==> src/rtl/core/mpps_pkg.sv <==
package mpps_pkg;

    localparam int NUM_PROCS     = 16;
    localparam int NUM_LEVELS    = 4;
    localparam int NUM_RESOURCES = 3;
    localparam int TIME_WIDTH    = 16;
    localparam int PID_W         = 4;
    localparam int LVL_W         = 2;
    localparam int QSEL_W        = 3;
    localparam int LEN_W         = 5;

    localparam logic [QSEL_W-1:0] SHARED_Q = 3'd4;
    localparam logic [QSEL_W-1:0] BLOCK_Q0 = 3'd5;
    localparam logic [LEN_W-1:0]  Q_FULL   = 5'd16;
    localparam logic [LVL_W-1:0]  TOP_LVL  = 2'd3;

    localparam logic [2:0] OP_READY   = 3'd0;
    localparam logic [2:0] OP_BLOCK   = 3'd1;
    localparam logic [2:0] OP_UNBLOCK = 3'd2;
    localparam logic [2:0] OP_TICK    = 3'd3;
    localparam logic [2:0] OP_SELECT  = 3'd4;

    localparam logic [1:0] ST_OK    = 2'd0;
    localparam logic [1:0] ST_EMPTY = 2'd1;
    localparam logic [1:0] ST_BADRS = 2'd2;

    localparam logic [1:0] MODE_HRRN = 2'd0;
    localparam logic [1:0] MODE_MLFQ = 2'd2;

    typedef struct packed {
        logic [2:0]            opcode;
        logic [PID_W-1:0]      proc_id;
        logic [TIME_WIDTH-1:0] burst_len;
        logic [TIME_WIDTH-1:0] remaining_len;
        logic [TIME_WIDTH-1:0] waited_len;
        logic [2:0]            prio_level;
        logic [1:0]            resource_sel;
        logic                  running_valid;
    } sched_in_t;

    typedef struct packed {
        logic [1:0]            status;
        logic [PID_W-1:0]      out_proc;
        logic [LVL_W-1:0]      out_level;
        logic [TIME_WIDTH-1:0] out_remaining;
        logic [TIME_WIDTH-1:0] out_burst;
    } sched_out_t;

    typedef struct packed {
        logic [TIME_WIDTH-1:0] burst;
        logic [TIME_WIDTH-1:0] remain;
        logic [TIME_WIDTH-1:0] waited;
        logic [LVL_W-1:0]      level;
    } entry_t;

    typedef enum logic [4:0] {
        CMD_NONE,
        CMD_CAPTURE,
        CMD_MAKE_READY,
        CMD_BLOCK_PUSH,
        CMD_SET_Q_HEAD,
        CMD_SET_Q_BEST,
        CMD_Q_RD_POS,
        CMD_CAP_PID,
        CMD_SHIFT_RD,
        CMD_SHIFT_WR,
        CMD_Q_DEC,
        CMD_TBL_RD_PID,
        CMD_TBL_RD_ITEM,
        CMD_TICK_CNT,
        CMD_TBL_DEC,
        CMD_SCAN_QRD,
        CMD_SCAN_TRD,
        CMD_SCAN_CMP,
        CMD_WAIT_INC,
        CMD_FINISH_TAKE,
        CMD_RES_OK,
        CMD_RES_ERR
    } dp_cmd_t;

    typedef struct packed {
        logic [2:0] opcode;
        logic [1:0] mode;
        logic       res_bad;
        logic       q_empty;
        logic       shift_more;
        logic       scan_more;
        logic       run_valid;
    } dp_stat_t;

endpackage

==> src/rtl/core/mpps_ctrl.sv <==
module mpps_ctrl
    import mpps_pkg::*;
(
    input  logic     clk,
    input  logic     rst_n,
    input  logic     start,
    input  dp_stat_t stat,
    output dp_cmd_t  cmd,
    output logic     busy
);

    typedef enum logic [3:0] {
        S_IDLE,
        S_DISPATCH,
        S_TAKE_RD,
        S_TAKE_PID,
        S_SHIFT,
        S_SHIFT_WR,
        S_FIN_RD,
        S_FIN,
        S_TICK_DEC,
        S_WAIT_CHK,
        S_W_TRD,
        S_W_INC,
        S_R_CHK,
        S_R_TRD,
        S_R_CMP
    } state_t;

    state_t state_reg, state_next;

    always_comb
    begin
        cmd        = CMD_NONE;
        state_next = state_reg;
        unique case (state_reg)
            S_IDLE:
            begin
                if (start)
                begin
                    cmd        = CMD_CAPTURE;
                    state_next = S_DISPATCH;
                end
            end
            S_DISPATCH:
            begin
                priority case (stat.opcode)
                    OP_READY:
                    begin
                        cmd        = CMD_MAKE_READY;
                        state_next = S_FIN;
                    end
                    OP_BLOCK:
                    begin
                        cmd        = stat.res_bad ? CMD_RES_ERR : CMD_BLOCK_PUSH;
                        state_next = stat.res_bad ? S_IDLE : S_FIN;
                    end
                    OP_UNBLOCK:
                    begin
                        if (stat.res_bad || stat.q_empty)
                        begin
                            cmd        = CMD_RES_ERR;
                            state_next = S_IDLE;
                        end
                        else
                        begin
                            cmd        = CMD_SET_Q_HEAD;
                            state_next = S_TAKE_RD;
                        end
                    end
                    OP_TICK:
                    begin
                        cmd        = stat.run_valid ? CMD_TBL_RD_ITEM : CMD_TICK_CNT;
                        state_next = stat.run_valid ? S_TICK_DEC : S_WAIT_CHK;
                    end
                    OP_SELECT:
                    begin
                        if (stat.q_empty)
                        begin
                            cmd        = CMD_RES_ERR;
                            state_next = S_IDLE;
                        end
                        else if (stat.mode == MODE_HRRN)
                        begin
                            state_next = S_R_CHK;
                        end
                        else
                        begin
                            cmd        = CMD_SET_Q_HEAD;
                            state_next = S_TAKE_RD;
                        end
                    end
                    default:
                    begin
                        cmd        = CMD_RES_OK;
                        state_next = S_IDLE;
                    end
                endcase
            end
            S_TAKE_RD:
            begin
                cmd        = CMD_Q_RD_POS;
                state_next = S_TAKE_PID;
            end
            S_TAKE_PID:
            begin
                cmd        = CMD_CAP_PID;
                state_next = S_SHIFT;
            end
            S_SHIFT:
            begin
                if (stat.shift_more)
                begin
                    cmd        = CMD_SHIFT_RD;
                    state_next = S_SHIFT_WR;
                end
                else
                begin
                    cmd        = CMD_Q_DEC;
                    state_next = S_FIN_RD;
                end
            end
            S_SHIFT_WR:
            begin
                cmd        = CMD_SHIFT_WR;
                state_next = S_SHIFT;
            end
            S_FIN_RD:
            begin
                cmd        = CMD_TBL_RD_PID;
                state_next = S_FIN;
            end
            S_FIN:
            begin
                cmd        = (stat.opcode == OP_UNBLOCK || stat.opcode == OP_SELECT)
                             ? CMD_FINISH_TAKE : CMD_RES_OK;
                state_next = S_IDLE;
            end
            S_TICK_DEC:
            begin
                cmd        = CMD_TBL_DEC;
                state_next = S_WAIT_CHK;
            end
            S_WAIT_CHK:
            begin
                if (stat.mode == MODE_HRRN && stat.scan_more)
                begin
                    cmd        = CMD_SCAN_QRD;
                    state_next = S_W_TRD;
                end
                else
                begin
                    cmd        = CMD_RES_OK;
                    state_next = S_IDLE;
                end
            end
            S_W_TRD:
            begin
                cmd        = CMD_SCAN_TRD;
                state_next = S_W_INC;
            end
            S_W_INC:
            begin
                cmd        = CMD_WAIT_INC;
                state_next = S_WAIT_CHK;
            end
            S_R_CHK:
            begin
                if (stat.scan_more)
                begin
                    cmd        = CMD_SCAN_QRD;
                    state_next = S_R_TRD;
                end
                else
                begin
                    cmd        = CMD_SET_Q_BEST;
                    state_next = S_TAKE_RD;
                end
            end
            S_R_TRD:
            begin
                cmd        = CMD_SCAN_TRD;
                state_next = S_R_CMP;
            end
            S_R_CMP:
            begin
                cmd        = CMD_SCAN_CMP;
                state_next = S_R_CHK;
            end
            default:
            begin
                state_next = S_IDLE;
            end
        endcase
    end

    always_ff @(posedge clk or negedge rst_n)
    begin
        if (!rst_n)
        begin
            state_reg <= S_IDLE;
        end
        else
        begin
            state_reg <= state_next;
        end
    end

    assign busy = (state_reg != S_IDLE);

endmodule

==> src/rtl/core/mpps_dp.sv <==
module mpps_dp
    import mpps_pkg::*;
(
    input  logic       clk,
    input  logic       rst_n,
    input  dp_cmd_t    cmd,
    input  sched_in_t  item,
    input  logic       cfg_we,
    input  logic [1:0] cfg_wdata,
    output dp_stat_t   stat,
    output sched_out_t result,
    output logic       done
);

    localparam int NQ = 8;

    entry_t             tbl_mem [NUM_PROCS];
    logic [PID_W-1:0]   q_mem   [NQ*NUM_PROCS];
    logic [LEN_W-1:0]   len_reg [NQ];

    entry_t             tbl_rd_reg;
    logic [PID_W-1:0]   q_rd_reg;
    sched_in_t          item_reg;
    logic [1:0]         mode_reg;
    logic [31:0]        tick_count_reg;
    logic [QSEL_W-1:0]  qsel_reg;
    logic [LEN_W-1:0]   pos_reg;
    logic [PID_W-1:0]   pid_reg;
    logic [LEN_W-1:0]   scan_reg;
    logic [LEN_W-1:0]   best_reg;
    logic [TIME_WIDTH-1:0] bw_reg;
    logic [TIME_WIDTH:0]   bs_reg;
    sched_out_t         result_reg;
    logic               done_reg;

    logic [QSEL_W-1:0]  pick_q;
    logic               lvl_found;
    logic [QSEL_W-1:0]  blk_q;
    logic               res_bad;
    logic [LVL_W-1:0]   in_level;
    logic [TIME_WIDTH:0]   cur_s;
    logic [2*TIME_WIDTH:0] lhs, rhs;
    entry_t             mod_entry;

    logic               push_en;
    logic [QSEL_W-1:0]  push_q;
    logic [PID_W-1:0]   push_pid;
    logic               tbl_we;
    logic [PID_W-1:0]   tbl_waddr;
    entry_t             tbl_wdata;
    logic               tbl_re;
    logic [PID_W-1:0]   tbl_raddr;
    logic               q_re;
    logic [QSEL_W+PID_W-1:0] q_raddr;
    logic [LEN_W-1:0]   pos_inc;

    assign res_bad  = (item_reg.resource_sel >= 2'(NUM_RESOURCES));
    assign blk_q    = BLOCK_Q0 + QSEL_W'(item_reg.resource_sel);
    assign in_level = (item_reg.prio_level > 3'(TOP_LVL)) ? TOP_LVL
                                                          : item_reg.prio_level[LVL_W-1:0];
    assign pos_inc  = pos_reg + LEN_W'(1);

    always_comb
    begin
        pick_q    = SHARED_Q;
        lvl_found = 1'b0;
        for (int l = NUM_LEVELS - 1; l >= 0; l--)
        begin
            if (len_reg[l] != '0)
            begin
                pick_q    = QSEL_W'(l);
                lvl_found = 1'b1;
            end
        end
    end

    always_comb
    begin
        stat.opcode     = item_reg.opcode;
        stat.mode       = mode_reg;
        stat.res_bad    = res_bad;
        stat.run_valid  = item_reg.running_valid;
        stat.shift_more = (pos_inc < len_reg[qsel_reg]);
        stat.scan_more  = (scan_reg < len_reg[SHARED_Q]);
        if (item_reg.opcode == OP_UNBLOCK)
        begin
            stat.q_empty = (len_reg[blk_q] == '0);
        end
        else if (mode_reg == MODE_MLFQ)
        begin
            stat.q_empty = !lvl_found;
        end
        else
        begin
            stat.q_empty = (len_reg[SHARED_Q] == '0);
        end
    end

    assign cur_s = (tbl_rd_reg.burst == '0) ? (TIME_WIDTH+1)'(1)
                                            : {1'b0, tbl_rd_reg.burst};
    assign lhs   = tbl_rd_reg.waited * bs_reg;
    assign rhs   = bw_reg * cur_s;

    always_comb
    begin
        mod_entry = tbl_rd_reg;
        if (item_reg.opcode == OP_SELECT && mode_reg == MODE_MLFQ)
        begin
            mod_entry.level = qsel_reg[LVL_W-1:0];
        end
        if (item_reg.opcode == OP_SELECT && mode_reg == MODE_HRRN)
        begin
            mod_entry.waited = '0;
        end
    end

    always_comb
    begin
        push_en   = 1'b0;
        push_q    = SHARED_Q;
        push_pid  = item_reg.proc_id;
        tbl_we    = 1'b0;
        tbl_waddr = item_reg.proc_id;
        tbl_wdata = tbl_rd_reg;
        tbl_re    = 1'b0;
        tbl_raddr = pid_reg;
        q_re      = 1'b0;
        q_raddr   = {qsel_reg, pos_reg[PID_W-1:0]};
        unique case (cmd)
            CMD_MAKE_READY:
            begin
                tbl_we    = 1'b1;
                tbl_wdata = '{burst: item_reg.burst_len, remain: item_reg.remaining_len,
                              waited: item_reg.waited_len, level: in_level};
                push_en   = 1'b1;
                push_q    = (mode_reg == MODE_MLFQ) ? QSEL_W'(in_level) : SHARED_Q;
            end
            CMD_BLOCK_PUSH:
            begin
                push_en = 1'b1;
                push_q  = blk_q;
            end
            CMD_Q_RD_POS:
            begin
                q_re = 1'b1;
            end
            CMD_SHIFT_RD:
            begin
                q_re    = 1'b1;
                q_raddr = {qsel_reg, pos_inc[PID_W-1:0]};
            end
            CMD_SCAN_QRD:
            begin
                q_re    = 1'b1;
                q_raddr = {SHARED_Q, scan_reg[PID_W-1:0]};
            end
            CMD_TBL_RD_PID:
            begin
                tbl_re = 1'b1;
            end
            CMD_TBL_RD_ITEM:
            begin
                tbl_re    = 1'b1;
                tbl_raddr = item_reg.proc_id;
            end
            CMD_SCAN_TRD:
            begin
                tbl_re    = 1'b1;
                tbl_raddr = q_rd_reg;
            end
            CMD_TBL_DEC:
            begin
                tbl_we = 1'b1;
                if (tbl_rd_reg.remain != '0)
                begin
                    tbl_wdata.remain = tbl_rd_reg.remain - TIME_WIDTH'(1);
                end
            end
            CMD_WAIT_INC:
            begin
                tbl_we    = 1'b1;
                tbl_waddr = q_rd_reg;
                if (tbl_rd_reg.waited != '1)
                begin
                    tbl_wdata.waited = tbl_rd_reg.waited + TIME_WIDTH'(1);
                end
            end
            CMD_FINISH_TAKE:
            begin
                tbl_we    = 1'b1;
                tbl_waddr = pid_reg;
                tbl_wdata = mod_entry;
                push_pid  = pid_reg;
                push_en   = (item_reg.opcode == OP_UNBLOCK);
                push_q    = (mode_reg == MODE_MLFQ) ? QSEL_W'(tbl_rd_reg.level) : SHARED_Q;
            end
            default:
            begin
            end
        endcase
    end

    always_ff @(posedge clk)
    begin
        if (tbl_we)
        begin
            tbl_mem[tbl_waddr] <= tbl_wdata;
        end
        if (tbl_re)
        begin
            tbl_rd_reg <= tbl_mem[tbl_raddr];
        end
    end

    always_ff @(posedge clk)
    begin
        if (push_en && len_reg[push_q] < Q_FULL)
        begin
            q_mem[{push_q, len_reg[push_q][PID_W-1:0]}] <= push_pid;
        end
        else if (cmd == CMD_SHIFT_WR)
        begin
            q_mem[{qsel_reg, pos_reg[PID_W-1:0]}] <= q_rd_reg;
        end
        if (q_re)
        begin
            q_rd_reg <= q_mem[q_raddr];
        end
    end

    always_ff @(posedge clk)
    begin
        if (cmd == CMD_CAPTURE)
        begin
            item_reg <= item;
        end
        if (cmd == CMD_CAP_PID)
        begin
            pid_reg <= q_rd_reg;
        end
        if (cmd == CMD_SCAN_CMP && (scan_reg == '0 || lhs > rhs))
        begin
            best_reg <= scan_reg;
            bw_reg   <= tbl_rd_reg.waited;
            bs_reg   <= cur_s;
        end
        if (cmd == CMD_SET_Q_HEAD)
        begin
            if (item_reg.opcode == OP_UNBLOCK)
            begin
                qsel_reg <= blk_q;
            end
            else
            begin
                qsel_reg <= (mode_reg == MODE_MLFQ) ? pick_q : SHARED_Q;
            end
            pos_reg  <= '0;
        end
        else if (cmd == CMD_SET_Q_BEST)
        begin
            qsel_reg <= SHARED_Q;
            pos_reg  <= best_reg;
        end
        else if (cmd == CMD_SHIFT_WR)
        begin
            pos_reg <= pos_inc;
        end
        if (cmd == CMD_FINISH_TAKE)
        begin
            result_reg <= '{status: ST_OK, out_proc: pid_reg, out_level: mod_entry.level,
                            out_remaining: mod_entry.remain, out_burst: mod_entry.burst};
        end
        else if (cmd == CMD_RES_ERR)
        begin
            result_reg <= '{status: (res_bad && item_reg.opcode != OP_SELECT) ? ST_BADRS
                                                                             : ST_EMPTY,
                            out_proc: '0, out_level: '0, out_remaining: '0, out_burst: '0};
        end
        else if (cmd == CMD_RES_OK)
        begin
            result_reg <= '0;
        end
    end

    always_ff @(posedge clk or negedge rst_n)
    begin
        if (!rst_n)
        begin
            mode_reg       <= MODE_HRRN;
            tick_count_reg <= '0;
            scan_reg       <= '0;
            done_reg       <= 1'b0;
            for (int q = 0; q < NQ; q++)
            begin
                len_reg[q] <= '0;
            end
        end
        else
        begin
            if (cfg_we)
            begin
                mode_reg <= cfg_wdata;
            end
            if (cmd == CMD_TICK_CNT || cmd == CMD_TBL_RD_ITEM)
            begin
                tick_count_reg <= tick_count_reg + 32'd1;
            end
            if (cmd == CMD_CAPTURE)
            begin
                scan_reg <= '0;
            end
            else if (cmd == CMD_SCAN_CMP || cmd == CMD_WAIT_INC)
            begin
                scan_reg <= scan_reg + LEN_W'(1);
            end
            if (push_en && len_reg[push_q] < Q_FULL)
            begin
                len_reg[push_q] <= len_reg[push_q] + LEN_W'(1);
            end
            else if (cmd == CMD_Q_DEC)
            begin
                len_reg[qsel_reg] <= len_reg[qsel_reg] - LEN_W'(1);
            end
            done_reg <= (cmd == CMD_FINISH_TAKE || cmd == CMD_RES_ERR
                         || cmd == CMD_RES_OK);
        end
    end

    assign result = result_reg;
    assign done   = done_reg;

endmodule

==> src/rtl/core/multi_policy_process_scheduler_unit.sv <==
// Task scheduler over a 16-entry process table and eight FIFO queues.
// Channels: an item (sched_in_t) is taken on a clock edge where start is
// high and busy is low. Its one result (sched_out_t) appears on result,
// marked by done, high for exactly one cycle; the receiver cannot stall it.
// Mode register: cfg_we writes cfg_wdata at once; write only while idle.
// Steps: make ready and block push their entry, then end; errors and
// unused opcodes end at dispatch. Tick decrements the running process's
// remaining time if one runs, then in ratio mode raises the waited time of
// each shared-queue entry in turn. Round robin / feedback select and unblock
// take the queue head, then shift the rest down one slot at a time, each
// slot read and then written back. Ratio select first scans the entries
// with one comparator, then the winner is removed the same way.
// A new item may start in the cycle done is high.
// Reset empties all queues, clears the tick counter and sets ratio mode;
// the process table and queue slots hold no reset value.
module multi_policy_process_scheduler_unit
    import mpps_pkg::*;
(
    input  logic       clk,
    input  logic       rst_n,
    input  logic       start,
    output logic       busy,
    input  sched_in_t  item,
    output sched_out_t result,
    output logic       done,
    input  logic       cfg_we,
    input  logic [1:0] cfg_wdata
);

    dp_cmd_t  cmd;
    dp_stat_t stat;

    mpps_ctrl u_ctrl (
        .clk   (clk),
        .rst_n (rst_n),
        .start (start),
        .stat  (stat),
        .cmd   (cmd),
        .busy  (busy)
    );

    mpps_dp u_dp (
        .clk       (clk),
        .rst_n     (rst_n),
        .cmd       (cmd),
        .item      (item),
        .cfg_we    (cfg_we),
        .cfg_wdata (cfg_wdata),
        .stat      (stat),
        .result    (result),
        .done      (done)
    );

    a_done_idle: assert property (@(posedge clk) disable iff (!rst_n)
        done |-> !busy)
        else $error("result strobe while busy");

    a_start_busy: assert property (@(posedge clk) disable iff (!rst_n)
        (start && !busy) |=> busy)
        else $error("accepted item did not raise busy");

    a_one_result: assert property (@(posedge clk) disable iff (!rst_n)
        done |=> !done)
        else $error("two results in a row");

    a_status_code: assert property (@(posedge clk) disable iff (!rst_n)
        done |-> (result.status == ST_OK || result.status == ST_EMPTY
                  || result.status == ST_BADRS))
        else $error("bad status code");

endmodule

==> config.mk <==
export PLATFORM = sky130hd
export DESIGN_NAME = multi_policy_process_scheduler_unit
export DESIGN_NICKNAME = d
export VERILOG_FILES = /design/src/rtl/core/mpps_pkg.sv /design/src/rtl/core/mpps_ctrl.sv /design/src/rtl/core/mpps_dp.sv /design/src/rtl/core/multi_policy_process_scheduler_unit.sv
export SDC_FILE = /design/constraint.sdc
export NUM_CORES = 2
export LEC_CHECK = 0
export BUFFER_PORTS_ARGS = -buffer_cell sky130_fd_sc_hd__buf_2
export CORE_MARGIN = 3
export CORE_UTILIZATION = 30
export DETAILED_ROUTE_END_ITERATION = 7
export SETUP_SLACK_MARGIN = 0.15
export SLEW_MARGIN = 25
export SYNTH_ARGS = -nofsm -noshare
export SYNTH_HDL_FRONTEND = slang
export SYNTH_SLANG_ARGS = --single-unit
==> constraint.sdc <==
create_clock -name clk -period 27.5 [get_ports clk]
set_input_delay 5.5 -clock clk [delete_from_list [all_inputs] [get_ports clk]]
set_output_delay 5.5 -clock clk [all_outputs]
set_load 0.02 [all_outputs]
==> impl_results.md <==
- GR Overflow Total: 0
- Post-synth EDFFs: 1509
- Area of the multi-input gates: 0.0334 sq mm
- Register Area: about 0.047 sq mm
- Synth Area in Simple Gates: 13.7%
- Clock Skew: 0.115 ns
- Share of the synthesized area in the top cell type: 54.3%
- Initial Util: a little under a third
- Sequential fraction of the synthesis area: 56.0%
- Crit path launch: start
- Setup Viol. Count Final: 0
- Clk_lat worst skew: about 0.85 ns
- TritonCTS clock tree: yes
- Worst endpoint data arrival time: 11.40 ns
- Post-Syn Area per Cell: 11.9 sq um
- Setup TNS: 0 ns
- Core Rows: 192
- WS Path Type: primary input to flop
- Status: completed
- Global-route wire length before repair: 362000 um
- Syn nets: 7756
- Largest net degree at the start of global routing: 242
- Hold_ws: between 0.4 and 0.5 ns
- CTS H-tree lvls: 4
- TritonCTS Buffers: 165
- Initial antenna violation count: 10
- Tightest Pin Transition: 1.13 ns
- Crit start category: primary input
- Max clock buf depth: 4
- Post-CTS Hold Buffers: 0
- Layout area overhead: 11.8%
- Final min period: 10.77 ns
- Mux share of post-synthesis cell area: 1.15%
- Drt total wl: approximately 240000 um
- RSZ-0062 raised after global routing: false
- Reg-to-reg startpoint: u_dp.mod_entry[46]$_DFFE_PP_
- Setup bufs post-CTS: 0
- CP bufs+invs: 4
- Dpl ws: 15.88 ns
- Final Worst Setup Slack: 16.73 ns
- Clk sinks: roughly 1600
- Largest family of logic cells by synthesized area: simple AND/OR/NAND/NOR gates
- Die area: 0.285 sq mm
- Synthesis Warnings: 0
- Syn Inst Count: 7033
- CP delay by family, top: compound AO/OA/AOI/OAI gates
- Slowest library cell on the worst path: buf_4
- Part of the cycle the worst path needs: ~39%
- Max FFs per register: 800
- HPWL Detailed: 150000 um
- Core box area: 0.275 sq mm
- Max-cap violations: 0
- Ys async rst share: 3.32%
- Hold_sp: u_dp.pos_reg[4]$_SDFFE_PP0P_
- Crit-path max FO: 83
- Rel. slew slack: 24.9%
- Vias per cell: 5.22
- Fillers: 27100
- Synth top area cells: edfxtp_1 54%, fa_1 9.4%, nand2_1 5.5%
- DRC marker count from the first detailed-route iteration: 5755
- Netlist cell types: 103
- Leading area contributor after synthesis: edfxtp_1
- Final Hold Viols: 0
- Post-cts sizing count: 0
- Post-DRT Antenna Nets: 0
- GPL Wtd Cong: 0.896
- Worst Hold Class: flop to flop
- DRC: 0
- Die Y: 533 um
- DRT Pass-1 Iters: 6
- Clock transition at path regs: 0.06 ns
- Crit. End Element: flop
- Root Driver: clkbuf_16
- Compound-Gate Fraction of Synth Area: between 10% and 20%
- Routed vias: 56400
- Synth Register Bits: around 1600
- GR Util All Layers: 16.5%
- Wire length per cell: 22.3 um
- PortBufs: 108
- Layout Nets: approximately 7700
- Fmax: ~93 MHz
- Cell mode on critical path: buf_4
- Vias in the first global route: 56800
- Boundary Pins: roughly 110
- Layout cells sized above 1: under 10%
- Critical path required time: approximately 28 ns
- Adder-cell area share of the yosys netlist: a little over an eighth
- CP Cell Sequence: buf_2 -> and3_4 -> a211o_1 -> a31oi_1 -> o211ai_2 -> buf_4 -> a211o_2 -> nand2_8 -> buf_4 -> buf_4 -> a2111oi_0 -> a211o_1 -> o21ai_0 -> o311ai_0 -> or4_1 -> nor4_1
- Syn Std Cell Area: 0.0834 sq mm
- Slowest stage delay, CP: 0.90 ns
- Post-Synth XOR/XNOR Area: 0.724%
- Most common flop cell mapped by yosys: edfxtp_1
- Max-slew violations: 0
- Die span in x: 533 um
## cell usage after synthesis, drive strengths merged, types with 44 or more instances
master,n
edfxtp,1509
nand2,1231
inv,504
and2,454
fa,390
nor2,308
clkbuf,304
a211oi,284
ha,266
a21oi,222
nand3,200
a31oi,150
buf,137
o21ai,119
a311oi,114
and3,64
nor3,64
dfrtp,52
o211ai,44
## cell type report
cell class              instances  area share, %
flip-flops and latches       1568           50.1
multi-input cells            4519           35.8
repair buffers                240           1.75
well taps                    3686           4.95
inverters                     505           2.03
diodes                          3        0.00805
clock inverters                84          0.686
clock buffers                 205           4.64
## kinds of logic after synthesis
| family | after synthesis |
|---|---|
| AOI/OAI and AO/OA | 1234 |
| xor gates and xnor gates | 69 |
| adders and majority gates | 656 |
| buffers and inverters | 946 |
| DFF | 1568 |
| muxes | 85 |
| and+or+nand+nor | 2475 |
## per-stage QoR
stage / instances / utilization, % / instance area [sq um]
after detailed placement: 10500 / 32.0 / 88200
after floorplan: 7033 / - / 83400
final: 10800 / 33.9 / 93300
after global routing: 10800 / 33.9 / 93300
after CTS: 10800 / 33.8 / 93100
after global placement: 10500 / 32.0 / 88100
## final timing paths
| kind | to | slack, ns | depth (start not counted) |
|---|---|---|---|
| worst min-delay path | u_dp.pos_reg[4]$_SDFFE_PP0P_ | 0.48 | 2 |
| worst max-delay path | u_dp.q_rd_reg[0]$_DFFE_PP_ | 16.73 | 16 |
| worst min register to register | u_dp.pos_reg[4]$_SDFFE_PP0P_ | 0.48 | 2 |
| worst max register to register | u_dp.bs_reg[2]$_DFFE_PP_ | 17.07 | 32 |
| min in group asynchronous | u_dp.len_reg[2]$_DFFE_PN0P_ | 4.90 | 2 |
| max in group asynchronous | u_ctrl.state_reg[0]$_DFFE_PN0P_ | 22.04 | 2 |
## per-layer routing
metal	global-route usage, %	wire length (um)	up-vias
li1	-	-	25100
met1	22.8	104000	28700
met2	26.2	110000	2258
met3	2.65	17900	415
met4	5.66	8510	4
met5	0	17	-
## layout by cell type, fill, tap and decap left out, types with 110 or more instances in the layout
cell type     n
a31oi_1     148
buf_2       110
a311oi_1    112
nor2_1      286
nand2_1    1229
a211oi_1    281
buf_4       120
ha_1        266
a21oi_1     219
edfxtp_1   1509
inv_1       503
nand3_1     197
clkbuf_16   167
and2_1      452
fa_1        390
## worst min-delay path: cells and delay by family (launching register included)
kind             cells  cell delay, ns
AO/OA/AOI/OAI        1            0.06
flip-flops           1            0.32
AND/OR/NAND/NOR      1            0.06
Power is not shown: default switching activity piles up to over one toggle a cycle in this logic, so the estimate is an artifact.
